**config.mk**
```make
export PLATFORM = sky130hd
export DESIGN_NAME = tga_stream_image_decoder_unit
export DESIGN_NICKNAME = d
export VERILOG_FILES = /design/src/rtl/core/tga_pkg.sv /design/src/rtl/core/tga_ctrl.sv /design/src/rtl/core/tga_dpath.sv /design/src/rtl/core/tga_stream_image_decoder_unit.sv
export SDC_FILE = /design/constraint.sdc
export NUM_CORES = 2
export LEC_CHECK = 0
export BUFFER_PORTS_ARGS = -buffer_cell sky130_fd_sc_hd__buf_4
export CAP_MARGIN = 0
export CELL_PAD_IN_SITES_DETAIL_PLACEMENT = 0
export CELL_PAD_IN_SITES_GLOBAL_PLACEMENT = 1
export CORE_UTILIZATION = 54
export CTS_CLUSTER_SIZE = 28
export DETAILED_ROUTE_END_ITERATION = 16
export PLACE_DENSITY = 0.87
export SLEW_MARGIN = 20
export SYNTH_ARGS = -nofsm -noshare
export SYNTH_HDL_FRONTEND = slang
export SYNTH_SLANG_ARGS = --single-unit
```
**constraint.sdc**
```tcl
create_clock -name clk -period 18 [get_ports clk]
set_input_delay 3.6 -clock clk [delete_from_list [all_inputs] [get_ports clk]]
set_output_delay 3.6 -clock clk [all_outputs]
set_load 0.01 [all_outputs]
```
**src/rtl/core/tga_pkg.sv**
```systemverilog
// shared types and constants for the tga stream decoder
// no dependencies
package tga_pkg;
  localparam int DIM_BITS = 15;
  localparam logic [15:0] MAX_DIM = 16'((1 << DIM_BITS) - 1);

  typedef struct packed {
    logic [7:0] file_byte;
    logic       file_start;
  } in_item_t;

  typedef struct packed {
    logic [1:0]  status;
    logic [14:0] start_col;
    logic [14:0] start_row;
    logic [7:0]  run_length;
    logic [31:0] pixel_word;
    logic [2:0]  pixel_bytes;
    logic        image_done;
  } out_item_t;

  localparam logic [1:0] ST_SPAN = 2'd0;
  localparam logic [1:0] ST_BAD_HDR = 2'd1;
  localparam logic [1:0] ST_OVERRUN = 2'd2;

  typedef enum logic [2:0] {
    PH_IDLE, PH_HEADER, PH_SKIP, PH_PACKET, PH_PIXEL, PH_ADV
  } phase_t;

  typedef struct packed {
    logic       take;       // byte accepted
    logic       restart;
    logic       adv;        // cursor step cycle
    phase_t     phase;
  } cmd_t;

  typedef struct packed {
    logic       hdr_last;   // header byte 17 reached
    logic       hdr_ok;
    logic       id_zero;    // id length zero
    logic       id_last;    // last id byte
    logic       rle;
    logic       overrun;
    logic       pix_end;    // byte completes pixel
    logic       packet_end;
    logic       done;
    logic       adv_last;   // last cursor step
  } sts_t;
endpackage

```
**src/rtl/core/tga_ctrl.sv**
```systemverilog
// phase controller for the tga decoder
// depends on tga_pkg
module tga_ctrl (
  input  logic          clk,
  input  logic          rst_n,
  input  logic          in_valid,
  input  tga_pkg::in_item_t in_data,
  output logic          in_ready,
  input  logic          out_free,
  input  tga_pkg::sts_t sts,
  output tga_pkg::cmd_t cmd,
  output logic          emit_err,
  output logic [1:0]    err_code,
  output logic          emit_span
);
  import tga_pkg::*;
  phase_t ph_r, ph_nxt;
  logic take;

  always_ff @(posedge clk) begin
    if (!rst_n) ph_r <= PH_IDLE;
    else ph_r <= ph_nxt;
  end

  always_comb begin
    in_ready = (ph_r != PH_ADV) && out_free;
    take = in_valid && in_ready;
    cmd.take = take;
    cmd.restart = take && in_data.file_start;
    cmd.adv = (ph_r == PH_ADV);
    cmd.phase = in_data.file_start ? PH_HEADER : ph_r;
    ph_nxt = ph_r;
    emit_err = 1'b0;
    err_code = ST_BAD_HDR;
    emit_span = 1'b0;
    if (ph_r == PH_ADV) begin
      if (sts.adv_last) begin
        emit_span = 1'b1;
        if (sts.done) ph_nxt = PH_IDLE;
        else if (sts.rle && sts.packet_end) ph_nxt = PH_PACKET;
        else ph_nxt = PH_PIXEL;
      end
    end else if (take) begin
      case (cmd.phase)
        PH_HEADER: begin
          ph_nxt = PH_HEADER;
          if (sts.hdr_last && !cmd.restart) begin
            if (!sts.hdr_ok) begin
              emit_err = 1'b1;
              ph_nxt = PH_IDLE;
            end else if (!sts.id_zero) ph_nxt = PH_SKIP;
            else ph_nxt = sts.rle ? PH_PACKET : PH_PIXEL;
          end
        end
        PH_SKIP: if (sts.id_last) ph_nxt = sts.rle ? PH_PACKET : PH_PIXEL;
        PH_PACKET: begin
          if (sts.overrun) begin
            emit_err = 1'b1;
            err_code = ST_OVERRUN;
            ph_nxt = PH_IDLE;
          end else ph_nxt = PH_PIXEL;
        end
        PH_PIXEL: if (sts.pix_end) ph_nxt = PH_ADV;
        default: ph_nxt = ph_r;
      endcase
    end
  end
endmodule

```
**src/rtl/core/tga_dpath.sv**
```systemverilog
// header registers, pixel gathering and cursor datapath
// depends on tga_pkg
module tga_dpath (
  input  logic              clk,
  input  logic              rst_n,
  input  tga_pkg::in_item_t in_data,
  input  tga_pkg::cmd_t     cmd,
  output tga_pkg::sts_t     sts,
  output tga_pkg::out_item_t span
);
  import tga_pkg::*;
  logic [4:0]  hcnt_r;
  logic [7:0]  idl_r, type_r, bpp_r, pleft_r;
  logic [15:0] w_r, h_r;
  logic [1:0]  flip_r, bip_r;
  logic        rep_r;
  logic [23:0] gath_r;
  logic [14:0] cx_r, cy_r;
  logic [29:0] pdone_r;
  logic [31:0] total_r;
  logic [31:0] word_r;
  logic [7:0]  n_r;
  logic [14:0] col_r, row_r;
  logic [15:0] pos_r;
  logic [2:0]  dstep_r;
  logic [7:0]  b;
  logic [2:0]  bpb;
  logic        rle, vtype, vbpb;
  logic [7:0]  n_sel;
  logic [30:0] pd_sum;
  logic [30:0] pk_sum;
  logic [31:0] word_nxt;
  logic [22:0] div_sub, div_diff;
  logic        div_ge;
  logic [15:0] div_rem;

  assign b = in_data.file_byte;
  assign bpb = bpp_r[5:3];
  assign rle = (type_r == 8'd10) || (type_r == 8'd11);
  assign vtype = (type_r == 8'd2) || (type_r == 8'd3) || rle;
  assign vbpb = (bpp_r[7:6] == 2'b00) && ((bpb == 3'd1) || (bpb == 3'd3) || (bpb == 3'd4));
  assign n_sel = (rle && rep_r) ? pleft_r : 8'd1;
  assign pk_sum = {1'b0, pdone_r} + 31'({1'b0, b[6:0]} + 8'd1);
  assign pd_sum = {1'b0, pdone_r} + {23'd0, n_sel};
  assign div_sub = {7'd0, w_r} << dstep_r;
  assign div_ge = {7'd0, pos_r} >= div_sub;
  assign div_diff = {7'd0, pos_r} - div_sub;
  assign div_rem = div_ge ? div_diff[15:0] : pos_r;

  always_comb begin
    word_nxt = {8'hff, gath_r};
    case (bip_r)
      2'd0: word_nxt[7:0] = b;
      2'd1: word_nxt[15:8] = b;
      2'd2: word_nxt[23:16] = b;
      default: word_nxt[31:24] = b;
    endcase
    sts.hdr_last = (hcnt_r == 5'd17);
    sts.hdr_ok = (w_r != 16'd0) && (w_r <= MAX_DIM) && (h_r != 16'd0) && (h_r <= MAX_DIM)
                 && vbpb && vtype && !idl_r[7];
    sts.id_zero = (idl_r == 8'd0);
    sts.id_last = (idl_r == 8'd1);
    sts.rle = rle;
    sts.overrun = {1'b0, pk_sum} > total_r;
    sts.pix_end = !(({1'b0, bip_r} + 3'd1) < bpb);
    sts.packet_end = (pleft_r == 8'd0);
    sts.done = {2'b0, pdone_r} >= total_r;
    sts.adv_last = (dstep_r == 3'd0);
    span.status = ST_SPAN;
    span.start_col = col_r;
    span.start_row = row_r;
    span.run_length = n_r;
    span.pixel_word = word_r;
    span.pixel_bytes = bpb;
    span.image_done = sts.done;
  end

  always_ff @(posedge clk) begin
    if (!rst_n) begin
      hcnt_r <= '0; idl_r <= '0; type_r <= '0; w_r <= '0; h_r <= '0; bpp_r <= '0;
      flip_r <= '0; pleft_r <= '0; rep_r <= 1'b0; gath_r <= '1; bip_r <= '0;
      cx_r <= '0; cy_r <= '0; pdone_r <= '0; total_r <= '0; dstep_r <= '0;
    end else if (cmd.adv) begin
      // one quotient bit of (x + run) / width per cycle
      dstep_r <= dstep_r - 3'd1;
      if (div_ge) begin
        pos_r <= div_diff[15:0];
        cy_r <= cy_r + (15'd1 << dstep_r);
      end
      if (dstep_r == 3'd0) cx_r <= div_rem[14:0];
    end else if (cmd.take) begin
      if (cmd.restart) begin
        type_r <= '0; bpp_r <= '0; flip_r <= '0;
        pleft_r <= '0; rep_r <= 1'b0; gath_r <= '1; bip_r <= '0;
        cx_r <= '0; cy_r <= '0; pdone_r <= '0;
        w_r <= '0; h_r <= '0;
        hcnt_r <= 5'd1;
        idl_r <= b;
      end else begin
        case (cmd.phase)
          PH_HEADER: begin
            case (hcnt_r)
              5'd0: idl_r <= b;
              5'd2: type_r <= b;
              5'd12: w_r[7:0] <= b;
              5'd13: w_r[15:8] <= b;
              5'd14: h_r[7:0] <= b;
              5'd15: h_r[15:8] <= b;
              5'd16: bpp_r <= b;
              5'd17: flip_r <= b[5:4];
              default: ;
            endcase
            if (hcnt_r == 5'd16) total_r <= w_r * h_r;
            if (hcnt_r != 5'd17) hcnt_r <= hcnt_r + 5'd1;
          end
          PH_SKIP: idl_r <= idl_r - 8'd1;
          PH_PACKET: begin
            pleft_r <= {1'b0, b[6:0]} + 8'd1;
            rep_r <= b[7];
          end
          PH_PIXEL: begin
            if (!sts.pix_end) begin
              gath_r <= word_nxt[23:0];
              bip_r <= bip_r + 2'd1;
            end else begin
              gath_r <= '1;
              bip_r <= '0;
              word_r <= word_nxt;
              n_r <= n_sel;
              if (rle && rep_r) pleft_r <= '0;
              else if (rle) pleft_r <= pleft_r - 8'd1;
              pdone_r <= pd_sum[29:0];
              pos_r <= {1'b0, cx_r} + {8'd0, n_sel};
              dstep_r <= 3'd7;
              col_r <= flip_r[0] ? 15'(w_r - 16'd1 - {1'b0, cx_r}) : cx_r;
              row_r <= flip_r[1] ? cy_r : 15'(h_r - 16'd1 - {1'b0, cy_r});
            end
          end
          default: ;
        endcase
      end
    end
  end
endmodule

```
**src/rtl/core/tga_stream_image_decoder_unit.sv**
```systemverilog
// tga stream decoder, top level with output register
// depends on tga_pkg, tga_ctrl, tga_dpath
// One byte is taken per cycle while parsing and the output register is free; the byte that
// completes a pixel is followed by an advance in which the cursor advances by the run modulo
// the image width, one quotient bit per cycle, and the span is loaded into the output register
// on its last step, and no bytes are taken during the advance. Errors are reported with all
// fields but status at zero, after which bytes are ignored until file_start.
module tga_stream_image_decoder_unit (
  input  logic               clk,
  input  logic               rst_n,
  input  logic               in_valid,
  output logic               in_ready,
  input  tga_pkg::in_item_t  in_data,
  output logic               out_valid,
  input  logic               out_ready,
  output tga_pkg::out_item_t out_data
);
  import tga_pkg::*;
  cmd_t cmd;
  sts_t sts;
  logic emit_err, emit_span, out_free;
  logic [1:0] err_code;
  out_item_t span, out_r, out_nxt;
  logic ov_r, ov_nxt;

  assign out_free = !ov_r || out_ready;

  tga_ctrl u_ctrl (.clk, .rst_n, .in_valid, .in_data, .in_ready, .out_free, .sts, .cmd,
                   .emit_err, .err_code, .emit_span);
  tga_dpath u_dpath (.clk, .rst_n, .in_data, .cmd, .sts, .span);

  always_comb begin
    ov_nxt = ov_r && !out_ready;
    out_nxt = out_r;
    if (emit_span) begin
      ov_nxt = 1'b1;
      out_nxt = span;
    end else if (emit_err) begin
      ov_nxt = 1'b1;
      out_nxt = '0;
      out_nxt.status = err_code;
    end
  end

  always_ff @(posedge clk) begin
    if (!rst_n) ov_r <= 1'b0;
    else ov_r <= ov_nxt;
    out_r <= out_nxt;
  end

  assign out_valid = ov_r;
  assign out_data = out_r;

  a_no_overwrite: assert property (@(posedge clk) disable iff (!rst_n)
    (out_valid && !out_ready) |-> !(emit_span || emit_err)) else $error("result overwritten");
  a_one_source: assert property (@(posedge clk) disable iff (!rst_n)
    !(emit_span && emit_err)) else $error("two results at once");
  a_adv_blocks: assert property (@(posedge clk) disable iff (!rst_n)
    emit_span |-> !in_ready) else $error("byte taken during advance");
endmodule

```
==> impl_results.md <==
- Outcome: completed
- FMAX: 114.6 MHz
- Finished Core Util: 59.71%
- Area growth, synth to finish: 9.115%
- Via density: 5.817
- CP startpoint: in_data[2]
- Power per cell area: 56.56 nW/um2
- Pin count of the biggest net entering global routing: 78
- Detailed-route DRC error count: 0
- Vias: 22600
- Worst relative slew slack: 29.31%
- GRT Residual Overflow: 0
- FF/Latch Area: 8708 um2
- Maxcap violations: 0
- Final hold vios: 0
- CTS buffer count: 40
- Asr flop ratio synth: 0%
- Cell count after synthesis: 3160
- Critical Path Max Stage Delay: 780 ps
- First-pass GRT wire length: 124100 um
- Crit path kind: input port to flop
- Switching part of the total power: 22.56%
- Count of cell types in the netlist: 75
- Min-delay src: u_dpath.total_r[22]
- Total GRT Usage: 29.15%
- Post-synth top area cell: edfxtp_1
- DP HPWL: 57000 um
- Cell Area, Synth: 28760 um2
- Area occupied by multi-input gates: 18140 um2
- Clock sink total: 355
- Leak: 0.01368 uW
- Iteration-0 DRC Markers: 1545
- PortBufs: 90
- Die W: 232.8 um
- Clk pwr share: 47.2%
- Synth area leaders: edfxtp_1, fa_1, dfxtp_1, ha_1, nand2_1
- Worst slew pin tran: 1060 ps
- Period utilization: 48.48%
- Startpoint type of the worst setup path: input port
- Layout cells sized above 1: 8.005%
- Crit-path max FO: 75
- Die H: 232.8 um
- Sequential fraction of design power: 48.1%
- Final #Nets: 3646
- Drt pass-1 iters: 6
- Ports: 91
- Fin Setup TNS: 0 ps
- Min Tclk post-route: 8726 ps
- Initial core utilization: 54.73%
- CTS H-Tree Depth: 2
- Fin Clk Skew: 33.22 ps
- Metal3 WL: 4480 um
- Max Transition Viols Final: 0
- DRT antenna net count: 0
- VDD IR max: 0.05829 mV
- Post-Syn Nets: 3638
- NetSw: 400.5 uW
- CP arrival: 8710 ps
- Synth Area per Inst: 9.101 um2
- Final setup vio count: 0
- Clock buffer depth: 3
- Hold Path Class: flop to flop
- Crit. End Element: flop
- Hold-fix buffers, CTS: 0
- # diodes: 0
- WHS: 454.4 ps
- Seq/Total Area, Yosys: 30.28%
- GPL Wtd Cong: 0.9296
- Fillers: 4572
- Top FF cell, synth: dfxtp_1
- Hold depth: 2
- Top Metal Used: met4
- Core area: 52550 um2
- Setup Buffers After CTS: 0
- Post-synth EDFFs: 160
- # resized after CTS: 0
- Logic pwr share: 4.7%
- Worst-path cell chain: buf_4, ha_1, xor2_1, ha_1, a21o_1, a21o_1, a21o_1, a21o_1, a41o_1, and2_1, nand2_1, xnor2_1, ha_1, a21o_1, a21o_1, a21oi_1, o21a_1, o21ai_0, a221o_1, nand3_1, nand3_4
- Cell mode on critical path: a21o_1
- CTS tree: yes
- WL per Instance: 19.87 um
- RSZ-0062 raised after global routing: false
- Synth Warn #: 0
- Wire length on met1: 33260 um
- Vias in the first global route: 22770
- Count of state elements after synthesis: 355
- Metal2 WL: 36690 um
- Row count: 84
- Post-Route WL: 77210 um
- Clock slew at reported path FFs: 50 ps
- Worst-skew pair later-pin latency: 580 ps
- Post-synth top area share: 16.71%
- Worst EP required: 17980 ps
- Initial antenna violation count: 1
- Reg2reg start: u_dpath.h_r[15]
- CP max stage cell: nand3_4
- Clock Tree Root: clkbuf_16
- Internal Power: 1374 uW
- R2R depth: 22
- Die area: 54180 um2
## cell usage in the layout (no fill, tap or decap), types with 9 or more instances in the layout
cell type,count
a21oi_1,174
o21bai_1,10
dfxtp_1,195
edfxtp_1,160
clkbuf_16,41
clkbuf_1,9
or3_1,15
nor2b_1,25
nand4_1,43
xor2_1,65
mux2i_1,74
nor4_1,18
xnor2_1,84
o21ai_0,84
nand3_1,85
nor2_1,205
nor3_1,35
o21a_1,12
nand2_1,372
buf_4,137
a211oi_1,20
inv_1,339
o22ai_1,28
and3_1,82
fa_1,201
o21ai_1,21
o211ai_1,15
nand2b_1,27
ha_1,264
and2_1,118
mux2_2,27
a21o_1,69
## cell families after synthesis
group / share of synthesized area, %
AO/OA/AOI/OAI: 10.81
XOR/XNOR: 4.538
adder cells (fa/ha/maj): 25.48
buffers and inverters: 6.787
flip-flops: 30.28
multiplexers: 4.259
AND/OR/NAND/NOR: 17.85
## power groups by stage
stage          Combinational (uW)  Sequential [uW]  Clock [uW]
4_1_cts                      83.5              853         853
5_1_grt                      92.0              854         882
6_report                     84.1              853         838
3_3_place_gp                 81.6              870           0
2_1_floorplan                52.2              870           0
3_5_place_dp                 83.0              870           0
## flip-flops by register name, summed over array words and instances, names as in the netlist, 5 cells and up
signal,cells
u_dpath.pos_r,16
u_dpath.pdone_r,30
out_data,76
u_dpath.w_r,16
u_dpath.idl_r,8
u_dpath.word_r,32
u_dpath.row_r,15
u_dpath.h_r,16
u_dpath.type_r,7
u_dpath.cy_r,15
u_dpath.pleft_r,8
u_dpath.total_r,32
u_dpath.n_r,8
u_dpath.cx_r,15
u_dpath.hcnt_r,5
u_dpath.gath_r,24
u_dpath.col_r,15
u_dpath.bpp_r,5
## through the flow
| step | total power [uW] | std cells | setup WS [ps] | instance area (um2) |
|---|---|---|---|---|
| after floorplan | 922.1 | 3160 | 8170 | 28760 |
| after global placement | 951.9 | 3814 | 8760 | 30020 |
| after detailed placement | 953.5 | 3814 | 8693 | 30020 |
| after CTS | 1789 | 3886 | 9272 | 31380 |
| after global routing | 1828 | 3886 | 8963 | 31380 |
| final | 1775 | 3886 | 9274 | 31380 |
## synth_stat cells, types with 6 or more instances
| cell | number |
|---|---|
| nand2_1 | 373 |
| inv_1 | 339 |
| ha_1 | 264 |
| nor2_1 | 206 |
| fa_1 | 201 |
| dfxtp_1 | 195 |
| a21oi_1 | 175 |
| edfxtp_1 | 160 |
| clkbuf_1 | 149 |
| and2_1 | 118 |
| nand3_1 | 86 |
| o21ai_0 | 84 |
| xnor2_1 | 84 |
| and3_1 | 82 |
| mux2i_1 | 74 |
| a21o_1 | 69 |
| xor2_1 | 65 |
| nand4_1 | 43 |
| nor3_1 | 36 |
| o22ai_1 | 28 |
| mux2_2 | 27 |
| nand2b_1 | 27 |
| nor2b_1 | 26 |
| o21ai_1 | 21 |
| a211oi_1 | 20 |
| nor4_1 | 18 |
| o211ai_1 | 15 |
| or3_1 | 15 |
| o21a_1 | 12 |
| buf_1 | 11 |
| o21bai_1 | 10 |
| buf_2 | 9 |
| a31oi_1 | 8 |
| mux4_2 | 8 |
| or2_2 | 7 |
| and4_1 | 6 |
## worst max-delay path, delay by kind of cell
family	cells	cell delay, ps
AO/OA/AOI/OAI	11	2230
XOR/XNOR	2	350
buffers and inverters	1	230
adder cells (fa/ha/maj)	3	830
AND/OR/NAND/NOR	4	1360
## worst paths after layout
check                             end  slack, ps
hold / removal    u_dpath.total_r[22]        450
setup / recovery         out_data[69]       9270
setup reg to reg  u_dpath.total_r[28]      10770
hold reg to reg   u_dpath.total_r[22]        450
## metal layers
metal / up-vias / track usage, %
li1: 10690 / -
met3: 148 / 3.542
met1: 11090 / 38.50
met5: - / 0
met4: 0 / 10.50
met2: 677 / 49.04
## cell type report
cell class              count  area share [%]
flip-flops and latches    355           27.75
well taps                 688           2.743
clock buffers              55           3.596
multi-input cells        2292           57.80
inverters                 342           4.091
clock inverters            17          0.7376
repair buffers            137           3.278
Note: power is estimated with default switching activity, not from simulation.
